$ cat config.mk
export PLATFORM = sky130hd
export DESIGN_NAME = ogg_opus_packet_demux
export DESIGN_NICKNAME = d
export VERILOG_FILES = /design/src/hdl/opd_pkg.sv /design/src/hdl/opd_ram.sv /design/src/hdl/opd_fifo.sv /design/src/hdl/opd_parser.sv /design/src/hdl/ogg_opus_packet_demux.sv
export SDC_FILE = /design/constraint.sdc
export NUM_CORES = 2
export LEC_CHECK = 0
export BUFFER_PORTS_ARGS = -buffer_cell sky130_fd_sc_hd__buf_2
export CAP_MARGIN = 20
export CORE_MARGIN = 2
export CORE_UTILIZATION = 40
export CTS_BUF_LIST = sky130_fd_sc_hd__clkbuf_4 sky130_fd_sc_hd__clkbuf_8 sky130_fd_sc_hd__clkbuf_16
export DETAILED_ROUTE_END_ITERATION = 6
export HOLD_SLACK_MARGIN = 0.15
export RECOVER_POWER = 100
export SYNTH_ARGS = -nofsm -noshare
export SYNTH_HDL_FRONTEND = slang
export SYNTH_HIERARCHICAL = 1
export SYNTH_SLANG_ARGS = --single-unit
$ cat constraint.sdc
create_clock -name clk -period 9 [get_ports clk]
set_input_delay 2.7 -clock clk [delete_from_list [all_inputs] [get_ports clk]]
set_output_delay 2.7 -clock clk [all_outputs]
set_load 0.02 [all_outputs]
$ cat src/hdl/opd_pkg.sv
package opd_pkg;

  localparam int MAX_SEGMENTS_DEF = 255;
  localparam int QUEUE_DEPTH = 4;

  localparam logic [31:0] DEFAULT_RATE = 32'd16000;
  localparam logic [15:0] DEFAULT_MAX_PKT = 16'd8192;

  localparam logic [39:0] SYNC_PAGE = 40'h4F67675300;
  localparam logic [63:0] MAGIC_HEAD = 64'h646165487375704F;
  localparam logic [63:0] MAGIC_TAGS = 64'h736761547375704F;
  localparam logic [4:0] SYNC_LEN = 5'd5;
  localparam logic [4:0] COUNT_BYTE_POS = 5'd26;
  localparam logic [7:0] LACE_FULL = 8'd255;
  localparam logic [15:0] HEAD_MIN_LEN = 16'd19;
  localparam logic [15:0] MAGIC_LEN = 16'd8;
  localparam logic [15:0] RATE_FIRST = 16'd12;
  localparam logic [15:0] RATE_LAST = 16'd15;

  localparam logic CFG_DEFAULT_RATE = 1'b0;
  localparam logic CFG_MAX_PKT = 1'b1;

  localparam logic [1:0] KIND_HEAD = 2'd0;
  localparam logic [1:0] KIND_TAGS = 2'd1;
  localparam logic [1:0] KIND_AUDIO = 2'd2;
  localparam logic [1:0] KIND_DROP = 2'd3;

  localparam logic [1:0] ST_RUN = 2'd0;
  localparam logic [1:0] ST_OK = 2'd1;
  localparam logic [1:0] ST_SIZE_ERR = 2'd2;
  localparam logic [1:0] ST_NO_AUDIO = 2'd3;

  typedef enum logic [2:0] {
    PH_SEARCH,
    PH_HEADER,
    PH_TABLE,
    PH_BODY,
    PH_ADV,
    PH_LOOK,
    PH_DONE
  } phase_t;

  typedef struct packed {
    logic take;
    logic fin;
    logic do_fin;
    logic raise;
    logic re;
  } ctrl_t;

  typedef struct packed {
    logic [7:0] out_byte;
    logic byte_valid;
    logic packet_end;
    logic [1:0] packet_kind;
    logic [31:0] packet_rate;
    logic [1:0] stream_status;
  } result_t;

endpackage

$ cat src/hdl/opd_ram.sv
module opd_ram #(
  parameter int WIDTH = 8,
  parameter int DEPTH = 255,
  parameter int AW = (DEPTH > 1) ? $clog2(DEPTH) : 1
) (
  input logic clk,
  input logic we,
  input logic [AW-1:0] waddr,
  input logic [WIDTH-1:0] wdata,
  input logic re,
  input logic [AW-1:0] raddr,
  output logic [WIDTH-1:0] rdata
);

  logic [WIDTH-1:0] mem [DEPTH];

  always_ff @(posedge clk) begin
    if (we) begin
      mem[waddr] <= wdata;
    end
    if (re) begin
      rdata <= mem[raddr];
    end
  end

endmodule

$ cat src/hdl/opd_fifo.sv
module opd_fifo #(
  parameter int WIDTH = 9,
  parameter int DEPTH = opd_pkg::QUEUE_DEPTH
) (
  input logic clk,
  input logic rst,
  input logic in_valid,
  output logic in_ready,
  input logic [WIDTH-1:0] in_data,
  output logic out_valid,
  input logic out_ready,
  output logic [WIDTH-1:0] out_data
);

  localparam int AW = (DEPTH > 1) ? $clog2(DEPTH) : 1;

  logic [WIDTH-1:0] slots [DEPTH];
  logic [AW-1:0] wr_ptr;
  logic [AW-1:0] rd_ptr;
  logic [AW:0] count;
  logic push;
  logic pop;

  assign in_ready = (count != (AW+1)'(DEPTH));
  assign out_valid = (count != '0);
  assign out_data = slots[rd_ptr];
  assign push = in_valid && in_ready;
  assign pop = out_valid && out_ready;

  always_ff @(posedge clk) begin
    if (push) begin
      slots[wr_ptr] <= in_data;
    end
  end

  always_ff @(posedge clk) begin
    if (rst) begin
      wr_ptr <= '0;
      rd_ptr <= '0;
      count <= '0;
    end else begin
      if (push) begin
        wr_ptr <= (wr_ptr == AW'(DEPTH - 1)) ? '0 : wr_ptr + 1'b1;
      end
      if (pop) begin
        rd_ptr <= (rd_ptr == AW'(DEPTH - 1)) ? '0 : rd_ptr + 1'b1;
      end
      if (push && !pop) begin
        count <= count + 1'b1;
      end else if (pop && !push) begin
        count <= count - 1'b1;
      end
    end
  end

endmodule

$ cat src/hdl/opd_parser.sv
module opd_parser #(
  parameter int MAX_SEGMENTS = opd_pkg::MAX_SEGMENTS_DEF
) (
  input logic clk,
  input logic rst,
  input logic [31:0] default_rate,
  input logic [15:0] max_pkt,
  input logic in_valid,
  output logic in_ready,
  input logic [7:0] in_byte,
  input logic in_last,
  output logic out_valid,
  input logic out_ready,
  output opd_pkg::result_t out_res
);
  import opd_pkg::*;

  localparam int SEG_AW = (MAX_SEGMENTS > 1) ? $clog2(MAX_SEGMENTS) : 1;

  phase_t phase, phase_next;
  ctrl_t ctrl;

  logic [39:0] window, window_next;
  logic [4:0] hdr_pos, hdr_pos_next;
  logic [7:0] seg_total, seg_total_next;
  logic [7:0] seg_pos, seg_pos_next;
  logic [7:0] seg_left, seg_left_next;
  logic [7:0] cur_len, cur_len_next;
  logic [15:0] pkt_len, pkt_len_next;
  logic [63:0] prefix, prefix_next;
  logic [31:0] rate_bytes, rate_bytes_next;
  logic head_flag, head_flag_next;
  logic tags_flag, tags_flag_next;
  logic [31:0] stream_rate, stream_rate_next;
  logic audio_found, audio_found_next;
  logic pend_bv, pend_bv_next;
  logic [7:0] pend_byte, pend_byte_next;
  logic pend_end, pend_end_next;
  logic [1:0] pend_kind, pend_kind_next;
  logic pend_last, pend_last_next;
  logic pend_fin, pend_fin_next;

  logic can_load;
  logic last_flag;
  logic [39:0] window_shift;
  logic [7:0] seg_pos_inc;
  logic [7:0] rdata;
  logic [16:0] look_sum;
  logic look_over;
  logic in_scan;
  logic hit_head;
  logic hit_tags;
  logic [1:0] fin_kind;
  logic end_now;
  logic emit;
  logic ev_bv;
  logic [7:0] ev_byte;
  logic ev_end;
  logic [1:0] ev_kind;
  logic status_ev;
  result_t res;

  assign can_load = !out_valid || out_ready;
  assign window_shift = {window[31:0], in_byte};
  assign seg_pos_inc = seg_pos + 8'd1;
  assign look_sum = {1'b0, pkt_len} + {9'd0, rdata};
  assign look_over = look_sum > {1'b0, max_pkt};
  assign in_scan = (phase == PH_ADV) || (phase == PH_LOOK);
  assign last_flag = in_scan ? pend_last : in_last;
  assign in_ready = ctrl.take;

  opd_ram #(
    .WIDTH(8),
    .DEPTH(MAX_SEGMENTS)
  ) u_lacing (
    .clk(clk),
    .we(ctrl.take && (phase == PH_TABLE)),
    .waddr(seg_pos[SEG_AW-1:0]),
    .wdata(in_byte),
    .re(ctrl.re),
    .raddr((phase == PH_ADV) ? seg_pos[SEG_AW-1:0] : seg_pos_inc[SEG_AW-1:0]),
    .rdata(rdata)
  );

  always_comb begin
    phase_next = phase;
    ctrl = '0;
    unique case (phase)
      PH_SEARCH: begin
        if (in_valid && can_load) begin
          ctrl.take = 1'b1;
          ctrl.fin = 1'b1;
          if (window_shift == SYNC_PAGE) begin
            phase_next = PH_HEADER;
          end
        end
      end
      PH_HEADER: begin
        if (in_valid && can_load) begin
          ctrl.take = 1'b1;
          ctrl.fin = 1'b1;
          if (hdr_pos >= COUNT_BYTE_POS) begin
            if (in_byte == 8'd0) begin
              phase_next = PH_SEARCH;
            end else if (in_byte > 8'(MAX_SEGMENTS)) begin
              ctrl.raise = 1'b1;
            end else begin
              phase_next = PH_TABLE;
            end
          end
        end
      end
      PH_TABLE: begin
        if (in_valid && can_load) begin
          ctrl.take = 1'b1;
          if ({1'b0, seg_pos} + 9'd1 >= {1'b0, seg_total}) begin
            phase_next = PH_ADV;
          end else begin
            ctrl.fin = 1'b1;
          end
        end
      end
      PH_BODY: begin
        if (in_valid && can_load) begin
          ctrl.take = 1'b1;
          if (seg_left == 8'd1) begin
            phase_next = PH_ADV;
          end else begin
            ctrl.fin = 1'b1;
          end
        end
      end
      PH_ADV: begin
        if (can_load) begin
          ctrl.do_fin = pend_fin;
          if (seg_pos < seg_total) begin
            ctrl.re = 1'b1;
            phase_next = PH_LOOK;
          end else begin
            ctrl.fin = 1'b1;
            phase_next = PH_SEARCH;
          end
        end
      end
      PH_LOOK: begin
        if (can_load) begin
          if (look_over) begin
            ctrl.raise = 1'b1;
          end else if (rdata != 8'd0) begin
            ctrl.fin = 1'b1;
            phase_next = PH_BODY;
          end else begin
            ctrl.do_fin = 1'b1;
            if ({1'b0, seg_pos} + 9'd1 < {1'b0, seg_total}) begin
              ctrl.re = 1'b1;
            end else begin
              ctrl.fin = 1'b1;
              phase_next = PH_SEARCH;
            end
          end
        end
      end
      PH_DONE: begin
        ctrl.take = in_valid;
      end
      default: begin
        phase_next = PH_SEARCH;
      end
    endcase
    if (ctrl.raise) begin
      ctrl.fin = 1'b1;
      phase_next = PH_DONE;
    end else if (ctrl.fin && last_flag) begin
      if ((phase_next == PH_TABLE) || (phase_next == PH_BODY)) begin
        ctrl.raise = 1'b1;
      end
      phase_next = PH_DONE;
    end
  end

  always_comb begin
    window_next = window;
    hdr_pos_next = hdr_pos;
    seg_total_next = seg_total;
    seg_pos_next = seg_pos;
    seg_left_next = seg_left;
    cur_len_next = cur_len;
    pkt_len_next = pkt_len;
    prefix_next = prefix;
    rate_bytes_next = rate_bytes;
    head_flag_next = head_flag;
    tags_flag_next = tags_flag;
    stream_rate_next = stream_rate;
    audio_found_next = audio_found;
    pend_bv_next = pend_bv;
    pend_byte_next = pend_byte;
    pend_end_next = pend_end;
    pend_kind_next = pend_kind;
    pend_last_next = pend_last;
    pend_fin_next = pend_fin;
    end_now = 1'b0;

    hit_head = !head_flag && (pkt_len >= MAGIC_LEN) && (prefix == MAGIC_HEAD);
    hit_tags = !hit_head && !tags_flag && (pkt_len >= MAGIC_LEN) && (prefix == MAGIC_TAGS);
    if (hit_head) begin
      fin_kind = KIND_HEAD;
    end else if (hit_tags) begin
      fin_kind = KIND_TAGS;
    end else if (!head_flag || !tags_flag) begin
      fin_kind = KIND_DROP;
    end else begin
      fin_kind = KIND_AUDIO;
    end

    if (ctrl.do_fin) begin
      pkt_len_next = '0;
      prefix_next = '0;
      rate_bytes_next = '0;
      if (pkt_len != 16'd0) begin
        end_now = 1'b1;
        if (hit_head) begin
          head_flag_next = 1'b1;
          if ((pkt_len < HEAD_MIN_LEN) || (rate_bytes == 32'd0)) begin
            stream_rate_next = default_rate;
          end else begin
            stream_rate_next = rate_bytes;
          end
        end else if (hit_tags) begin
          tags_flag_next = 1'b1;
        end else if (fin_kind == KIND_AUDIO) begin
          audio_found_next = 1'b1;
        end
      end
    end

    case (phase)
      PH_SEARCH: begin
        if (ctrl.take) begin
          if (window_shift == SYNC_PAGE) begin
            window_next = '0;
            hdr_pos_next = SYNC_LEN;
          end else begin
            window_next = window_shift;
          end
        end
      end
      PH_HEADER: begin
        if (ctrl.take) begin
          if (hdr_pos >= COUNT_BYTE_POS) begin
            seg_total_next = in_byte;
            seg_pos_next = '0;
            window_next = '0;
          end else begin
            hdr_pos_next = hdr_pos + 5'd1;
          end
        end
      end
      PH_TABLE: begin
        if (ctrl.take) begin
          if (phase_next == PH_ADV) begin
            seg_pos_next = '0;
            pend_bv_next = 1'b0;
            pend_end_next = 1'b0;
            pend_last_next = in_last;
            pend_fin_next = 1'b0;
          end else begin
            seg_pos_next = seg_pos_inc;
          end
        end
      end
      PH_BODY: begin
        if (ctrl.take) begin
          if (pkt_len < MAGIC_LEN) begin
            prefix_next[{pkt_len[2:0], 3'b000} +: 8] = in_byte;
          end else if ((pkt_len >= RATE_FIRST) && (pkt_len <= RATE_LAST)) begin
            rate_bytes_next[{pkt_len[1:0], 3'b000} +: 8] = in_byte;
          end
          pkt_len_next = pkt_len + 16'd1;
          seg_left_next = seg_left - 8'd1;
          if (phase_next == PH_ADV) begin
            seg_pos_next = seg_pos_inc;
            pend_bv_next = 1'b1;
            pend_byte_next = in_byte;
            pend_end_next = 1'b0;
            pend_last_next = in_last;
            pend_fin_next = (cur_len < LACE_FULL);
          end
        end
      end
      PH_ADV: begin
        if (can_load) begin
          if (phase_next != PH_LOOK) begin
            window_next = '0;
          end
        end
      end
      PH_LOOK: begin
        if (can_load && !look_over) begin
          if (rdata != 8'd0) begin
            seg_left_next = rdata;
            cur_len_next = rdata;
          end else begin
            seg_pos_next = seg_pos_inc;
            if (!ctrl.re) begin
              window_next = '0;
            end
          end
        end
      end
      default: begin
      end
    endcase

    if (end_now) begin
      pend_end_next = 1'b1;
      pend_kind_next = fin_kind;
    end

    if (in_scan) begin
      ev_bv = pend_bv;
      ev_byte = pend_byte;
      ev_end = pend_end || end_now;
      ev_kind = end_now ? fin_kind : pend_kind;
    end else begin
      ev_bv = (phase == PH_BODY);
      ev_byte = in_byte;
      ev_end = 1'b0;
      ev_kind = KIND_HEAD;
    end
    status_ev = (phase_next == PH_DONE) && (phase != PH_DONE);
    emit = ctrl.fin && (ev_bv || ev_end || status_ev);

    res.out_byte = ev_bv ? ev_byte : 8'd0;
    res.byte_valid = ev_bv;
    res.packet_end = ev_end;
    res.packet_kind = ev_end ? ev_kind : KIND_HEAD;
    res.packet_rate = head_flag_next ? stream_rate_next : default_rate;
    if (phase_next != PH_DONE) begin
      res.stream_status = ST_RUN;
    end else if (ctrl.raise) begin
      res.stream_status = ST_SIZE_ERR;
    end else if (audio_found_next) begin
      res.stream_status = ST_OK;
    end else begin
      res.stream_status = ST_NO_AUDIO;
    end
  end

  always_ff @(posedge clk) begin
    if (rst) begin
      phase <= PH_SEARCH;
      window <= '0;
      hdr_pos <= '0;
      seg_total <= '0;
      seg_pos <= '0;
      seg_left <= '0;
      cur_len <= '0;
      pkt_len <= '0;
      prefix <= '0;
      rate_bytes <= '0;
      head_flag <= 1'b0;
      tags_flag <= 1'b0;
      stream_rate <= DEFAULT_RATE;
      audio_found <= 1'b0;
      pend_bv <= 1'b0;
      pend_end <= 1'b0;
      pend_last <= 1'b0;
      pend_fin <= 1'b0;
      out_valid <= 1'b0;
    end else begin
      phase <= phase_next;
      window <= window_next;
      hdr_pos <= hdr_pos_next;
      seg_total <= seg_total_next;
      seg_pos <= seg_pos_next;
      seg_left <= seg_left_next;
      cur_len <= cur_len_next;
      pkt_len <= pkt_len_next;
      prefix <= prefix_next;
      rate_bytes <= rate_bytes_next;
      head_flag <= head_flag_next;
      tags_flag <= tags_flag_next;
      stream_rate <= stream_rate_next;
      audio_found <= audio_found_next;
      pend_bv <= pend_bv_next;
      pend_end <= pend_end_next;
      pend_last <= pend_last_next;
      pend_fin <= pend_fin_next;
      if (emit) begin
        out_valid <= 1'b1;
      end else if (out_ready) begin
        out_valid <= 1'b0;
      end
    end
  end

  always_ff @(posedge clk) begin
    pend_byte <= pend_byte_next;
    pend_kind <= pend_kind_next;
    if (emit) begin
      out_res <= res;
    end
  end

endmodule

$ cat src/hdl/ogg_opus_packet_demux.sv
// Channel   Handshake              Payload
// cfg       cfg_we                 cfg_index, cfg_data
// in        in_valid / in_ready    data_byte, last_byte
// out       out_valid / out_ready  out_byte, byte_valid, packet_end, packet_kind,
//                                  packet_rate, stream_status
//
// Bytes go through a four-entry input queue to the parser, one byte per cycle, but
// the parser pauses at each segment end to read lacing entries from the lacing RAM
// up to the next non-empty one or the page end.
// Reset is synchronous; the lacing RAM is not cleared.
// A stalled output stops the parser while the input queue keeps filling.
module ogg_opus_packet_demux #(
  parameter int MAX_SEGMENTS = opd_pkg::MAX_SEGMENTS_DEF
) (
  input logic clk,
  input logic rst,
  input logic cfg_we,
  input logic cfg_index,
  input logic [31:0] cfg_data,
  input logic in_valid,
  output logic in_ready,
  input logic [7:0] data_byte,
  input logic last_byte,
  output logic out_valid,
  input logic out_ready,
  output logic [7:0] out_byte,
  output logic byte_valid,
  output logic packet_end,
  output logic [1:0] packet_kind,
  output logic [31:0] packet_rate,
  output logic [1:0] stream_status
);
  import opd_pkg::*;

  logic [31:0] default_rate;
  logic [15:0] max_pkt;
  logic q_valid;
  logic q_ready;
  logic [8:0] q_data;
  result_t res;

  always_ff @(posedge clk) begin
    if (rst) begin
      default_rate <= DEFAULT_RATE;
      max_pkt <= DEFAULT_MAX_PKT;
    end else if (cfg_we) begin
      if (cfg_index == CFG_DEFAULT_RATE) begin
        default_rate <= cfg_data;
      end else begin
        max_pkt <= cfg_data[15:0];
      end
    end
  end

  opd_fifo #(
    .WIDTH(9),
    .DEPTH(QUEUE_DEPTH)
  ) u_front (
    .clk(clk),
    .rst(rst),
    .in_valid(in_valid),
    .in_ready(in_ready),
    .in_data({last_byte, data_byte}),
    .out_valid(q_valid),
    .out_ready(q_ready),
    .out_data(q_data)
  );

  opd_parser #(
    .MAX_SEGMENTS(MAX_SEGMENTS)
  ) u_back (
    .clk(clk),
    .rst(rst),
    .default_rate(default_rate),
    .max_pkt(max_pkt),
    .in_valid(q_valid),
    .in_ready(q_ready),
    .in_byte(q_data[7:0]),
    .in_last(q_data[8]),
    .out_valid(out_valid),
    .out_ready(out_ready),
    .out_res(res)
  );

  assign out_byte = res.out_byte;
  assign byte_valid = res.byte_valid;
  assign packet_end = res.packet_end;
  assign packet_kind = res.packet_kind;
  assign packet_rate = res.packet_rate;
  assign stream_status = res.stream_status;

endmodule

Word level (Yosys, flattened, before mapping):

Memory sizes are Yosys's and may differ from the RTL's. A register that Yosys moved wholly into a read port is not among the register bits.
Cells that the tools add are included.

* eq/ne operators: 36
* $lt $le $gt $ge: 12
* reductions and logical operators: 64
* mux-type cells: 140
* shift operators: 4
* add/sub/neg operators: 12
* bitwise operators: 2

Operators by type and width (number)
* two-way mux 32 bit: 19
* two-way mux 64 bit: 4
* equality test 64 x 63 -> 1 bit, second input constant: 2
* one-hot mux 32 bit (4 select lines): 1
* two-way mux 8 bit: 13
* bitwise mux 64 bit: 1
* variable shift 8 x 8 -> 64 bit, first input constant: 1
* variable part select 8 x 8 -> 64 bit: 1
* two-way mux 3 bit: 20
* two-way mux 1 bit: 48
* two-way mux 16 bit: 3
* equality test 40 x 39 -> 1 bit, second input constant: 1
* bitwise mux 32 bit: 1
* greater-or-equal comparator 16 x 4 -> 1 bit, second input constant: 2
* zero test 32 bit: 1
* one-hot mux 8 bit (4 select lines): 1
* variable shift 8 x 7 -> 32 bit, first input constant: 1
* variable part select 8 x 7 -> 32 bit: 1
* two-way mux 2 bit: 14
* != test 2 bit, second input constant: 11
* one-hot mux 3 bit (7 select lines): 1
* two-way mux 5 bit: 4
* adder 16 x 8 -> 17 bit: 1
* greater-than comparator 17 x 16 -> 1 bit: 1
* 50 further kinds: 117

* bits of input ports: 47
* memory bits (writable): 2076
* register bits after elaboration: 335
* output and inout bits: 48
* word-level logic and storage cells: 305
* memories kept: 2

Memory list
* u_back.u_lacing.mem: words 255, width 8, read ports 1, clocked after memory_dff 1, write ports 1, RTL line opd_ram.sv:15 `logic [WIDTH-1:0] mem [DEPTH];`
* u_front.slots: words 4, width 9, read ports 1, clocked after memory_dff 1, write ports 1, RTL line opd_fifo.sv:17 `logic [WIDTH-1:0] slots [DEPTH];`

Logic depth before layout (Yosys ltp):

* word-level depth: 17
* depth in mapped cells: 20
* gate-level depth less buffers: 18

Cells and area by module:

The synthesis kept the hierarchy.

Modules (own cells, without submodules)
* opd_ram: area each 80566.0 µm², cells an instance 3910, seq. area each 61499.0 µm², instances 1
* opd_parser: area each 14387.5 µm², cells an instance 1658, seq. area each 6145.9 µm², instances 1
* ogg_opus_packet_demux: area each 2077.0 µm², cells an instance 201, seq. area each 960.9 µm², instances 1
* opd_fifo: area each 1776.7 µm², cells an instance 95, seq. area each 1261.2 µm², instances 1

Least setup slack after synthesis:

OpenSTA, ideal clock, no wires.

* path type: input to register
* start: in out_ready
* end: reg u_back/out_res[0] (netlist bit) (enable)
* slack: 3.759 ns
* cell stages on the path: 7
* buffers on the path: 1
* library setup time: 0.404 ns
* arrival: 4.836 ns
* data required time: 8.596 ns
* cell sequence: nand2b_1 -> clkbuf_1 -> nand2_1 -> or2_2 -> o221ai_1 -> o22ai_1 -> nand2_1

* word-level cells in the longest chain between the ends: 11
* elaborated cells on any way between the ends: 30
* classes of those cells: eq/ne (1); mux (21); reduce/logical (8)

RTL lines
* from (decl): RTL line ogg_opus_packet_demux.sv:25 `input logic out_ready,`
* logical OR 1 bit (*): RTL line opd_parser.sv:63 `assign can_load = !out_valid || out_ready;`
* logical AND 1 bit
* two-way mux 2 bit (on tied branches)
* one-hot mux 1 bit (5 select lines): RTL line opd_parser.sv:88 `unique case (phase)`
* logical AND 1 bit: RTL line opd_parser.sv:173 `end else if (ctrl.fin && last_flag) begin`
* two-way mux 3 bit: RTL line opd_parser.sv:173
* two-way mux 3 bit: RTL line opd_parser.sv:170 `if (ctrl.raise) begin`
* equality test 3 bit: RTL line opd_parser.sv:330 `status_ev = (phase_next == PH_DONE) && (phase != PH_DONE);`
* logical AND 1 bit: RTL line opd_parser.sv:330
* logical OR 1 bit: RTL line opd_parser.sv:331 `emit = ctrl.fin && (ev_bv || ev_end || status_ev);`
* logical AND 1 bit (*): RTL line opd_parser.sv:331
* named net u_back.emit: RTL line opd_parser.sv:55 `logic emit;`
* to (signal assigned): RTL line opd_parser.sv:401 `out_res <= res;`
* to (decl): RTL line opd_parser.sv:14 `output opd_pkg::result_t out_res`

Mark *: on every way through the listed nets, which the timed path passes. The rest lies on a longest branch.
A chain may end at the register's enable or synchronous reset.

==> flow_summary.ini <==
[setup_path]
crit_buf_inv = 2
max_stage_delay_ns = 1.30
crit_type = reg2reg
end_kind = flop
critPathLaunchType = flop
r2r_slack_ns = 1.93
path_depth = 18
r2r_cells = 18
cp_cell_sequence = ha_1 > inv_1 > fa_1 > nor2b_1 > o2111ai_1 > nand2_1 > nand3_1 > a21oi_1 > xor2_1 > ha_1 > a21o_1 > a211o_1 > a211oi_1 > a21boi_0 > nor4_4 > clkbuf_1 > mux2i_4 > o221a_1
cpMostUsedCell = ha_1
crit_slowest_cell = clkbuf_1
rr_startpoint = u_back/pkt_len[0]
rr_endpoint = u_back/out_res[16]
required_ns = 9.74
cp.arrival_ns = 7.80
crit_fanout = 31
cp_top_family = compound AO/OA/AOI/OAI gates

[sta]
setup_viol = 0
finalHoldViolCount = 0
tightest_slew_ns = 4.21
clock_skew_ns = 0.0894
rsz0062_at_grt = false
fmax_mhz = 141
fin_crit_ns = 7.07
fin_setup_tns_ns = 0
slew_viol_final = 1911
slew_headroom_pct = -181
fin_crit_sh_pct = 78.5

[drt]
drtIter0Drc = 6959
via_per_inst = 5.96
routed_wl_um = 273000
drc = 0
dr.pass1.iters = 5
postRouteAntennaNets = 0
wl_per_cell_um = 29.1
vias = 55800

[power]
pwr-share-seq_pct = 46.6
intPower_mw = 21.4
clkPwrFrac_pct = 35.0
combPwrFrac_pct = 18.4
p_leak_nw = 35.7
ir_drop_v = 0.000285
powerDensity_nw_per_um2 = 268
p_switching_mw = 8.16
netSwitchingFraction_pct = 27.6

[status]
outcome = finished with violations
failed_checks = capacitance limit, slew limit

[floorplan]
initial_utilization_pct = 40.2
fp.dieH_um = 501
fp.dieArea_um2 = 251000
core_region_area_um2 = 246000
io_pins = 95
row_count = 182
die_x_um = 501

[logic_synthesis]
synthArstFlopShare_pct = 0
netlist_instances = 5864
avgSynthCellArea_um2 = 16.8
synth_top_family_by_area = multiplexers
synthMuxAreaShare_pct = 13.3
syn-cell-area_um2 = 98800
synth_edf_count = 2138
syn-num-nets = 5971
synth_ff_type = edfxtp_1
yosysSeqAreaShare_pct = 70.7
synth-adder-area-share_pct = 0.775
synth-seq-cells = 2421
synth_xor_area_share_pct = 0.275
yosysWarnings = 6
synth_compound_area_share_pct = 5.26
yosysUniqueCellTypes = 109
yosys.area_share.simple_pct = 6.97

[global_routing]
busiest_layer = met2
grt_use_met2_pct = 32.8
grt-ovfl-total = 0
grt_pass1_vias = 54400
grt_pass1_wl_um = 395000
antenna_found_initial = 7
grt_util_all_layers_pct = 21.4
use_met3_pct = 4.59
grt_max_degree = 150
globalRouteMet1Util_pct = 30.7

[cts]
tritoncts = done
postCtsHoldBufs = 0
cts-root-buf = clkbuf_16
cts_resized = 0
cts_buffer_depth = 3
cts_buffers = 237
clock-sinks = 2421
post-cts-setup-buffers = 0
insertion_delay_ns = 0.94
htreeDepth = 4
clkTransAtPathRegs_ns = 0.06

[layout]
fin_util_pct = 44.8
area_delta_synth_final_pct = 11.5
drive_gt1_share_pct = 16.7
nets = 6046

[worst_hold_path]
holdCritPathClass = reg2reg
hold_depth = 2
hold_start = u_back/stream_rate[26]
hold_end = u_back/stream_rate[26]

[placement]
place.port_buffers = 94
gp_congestion = 0.861
hpwlAfterDp_um = 169000

[job]
maxCapViolCount = 39
==> power by group through the flow <==
stage,Combinational (mW),Clock [mW],Sequential [mW]
finish,5.43,10.3,13.8
global route,5.78,10.9,13.8
CTS,5.57,10.5,13.6
detailed placement,5.56,0,13.9
global placement,5.53,0,13.9
floorplan,3.70,0,14.1
==> sequential cells by signal, summed over array words and instances (netlist names), 16 cells and up, named ones only <==
signal	flops
u_back/prefix	64
max_pkt	16
u_back/window	32
u_back/rate_bytes	32
u_back/stream_rate	32
u_front/slots	36
u_back/pkt_len	16
u_back/out_res	46
u_back/u_lacing/mem	2040
default_rate	32
==> layout by cell type (no fill, tap or decap), types with 57 or more instances in the layout <==
| cell | n |
|---|---|
| nand2_1 | 366 |
| mux2i_1 | 238 |
| ha_1 | 58 |
| a31oi_1 | 67 |
| edfxtp_1 | 2138 |
| nand3_1 | 128 |
| o22ai_1 | 60 |
| inv_1 | 65 |
| o221ai_1 | 62 |
| a22oi_1 | 57 |
| clkbuf_16 | 238 |
| o21ai_0 | 81 |
| dfxtp_1 | 283 |
| nor3_1 | 71 |
| clkbuf_1 | 103 |
| nand2b_1 | 84 |
| clkinv_1 | 58 |
| mux4_1 | 60 |
| mux4_2 | 387 |
| nor2_1 | 478 |
| a21oi_1 | 198 |
==> worst reg2reg max path, delay by kind of cell, from the launching register on <==
family                   cells  cell delay (ns)
AO/OA/AOI/OAI                7             2.11
XOR/XNOR                     1             0.11
adder cells (fa/ha/maj)      3             0.86
buffers and inverters        2             1.36
flip-flops                   1             0.70
multiplexers                 1             1.00
AND/OR/NAND/NOR              4             0.81
==> metrics by stage <==
stage | instances | instance area (µm²) | power (mW) | worst slack, ns | hold slack [ns]
6_report | 9372 | 110000 | 29.6 | 1.93 | 0.443
5_1_grt | 9368 | 110000 | 30.5 | 1.40 | 0.465
4_1_cts | 9364 | 110000 | 29.7 | 3.14 | 0.447
3_5_place_dp | 8916 | 102000 | 19.5 | 2.39 | 0.438
3_3_place_gp | 8912 | 102000 | 19.4 | 2.41 | 0.432
2_1_floorplan | 5864 | 98800 | 17.8 | 3.76 | 0.427
==> layer usage <==
metal  vias to the layer above  wire (µm)
met5                         -         22
met4                         4       8110
met3                       444      25500
met2                      2809     125000
met1                     29100     115000
li1                      23500          -
==> area by class of cell <==
type                            count  area [µm²]
Timing Repair Buffer              214        1320
Inverter                           70         268
Clock inverter                    154        1830
Sequential cell                  2421       69900
Clock buffer                      294        6430
Fill cell                       21100      136000
Multi-Input combinational cell   2995       26400
Antenna cell                        4        10.0
Tap cell                         3220        4030
==> cells in the mapped netlist (58+ instances only) <==
library cell	count	area [µm²]
nand3_1	129	646
inv_1	67	251
nor3_1	72	360
mux4_1	60	1580
buf_2	68	340
o21ai_0	77	385
a21oi_1	198	991
ha_1	58	726
nor2_1	479	1800
mux4_2	391	8810
mux2i_1	239	2390
nand2b_1	86	538
dfxtp_1	283	5670
a31oi_1	68	425
o221ai_1	62	543
edfxtp_1	2138	64200
o22ai_1	61	382
nand2_1	368	1380
clkbuf_1	176	661
==> cells by family after synthesis <==
group | after synthesis
AO/OA/AOI/OAI | 754
buffers and inverters | 448
AND/OR/NAND/NOR | 1426
adder cells (fa/ha/maj) | 60
multiplexers | 724
flip-flops | 2421
XOR/XNOR | 31
==> how the worst max path moves through the flow <==
stage | to | slack [ns] | start
after floorplan | u_back/out_res[0] | 3.76 | out_ready
after global placement | u_back/u_lacing/mem[29][7] | 2.41 | out_ready
after detailed placement | u_back/u_lacing/mem[45][7] | 2.39 | out_ready
after CTS | u_back/out_res[16] | 3.14 | u_back/pkt_len[0]
after global routing | u_back/out_res[16] | 1.40 | u_back/pkt_len[0]
final | u_back/out_res[16] | 1.93 | u_back/pkt_len[0]
(Power assumes the default switching activity.)
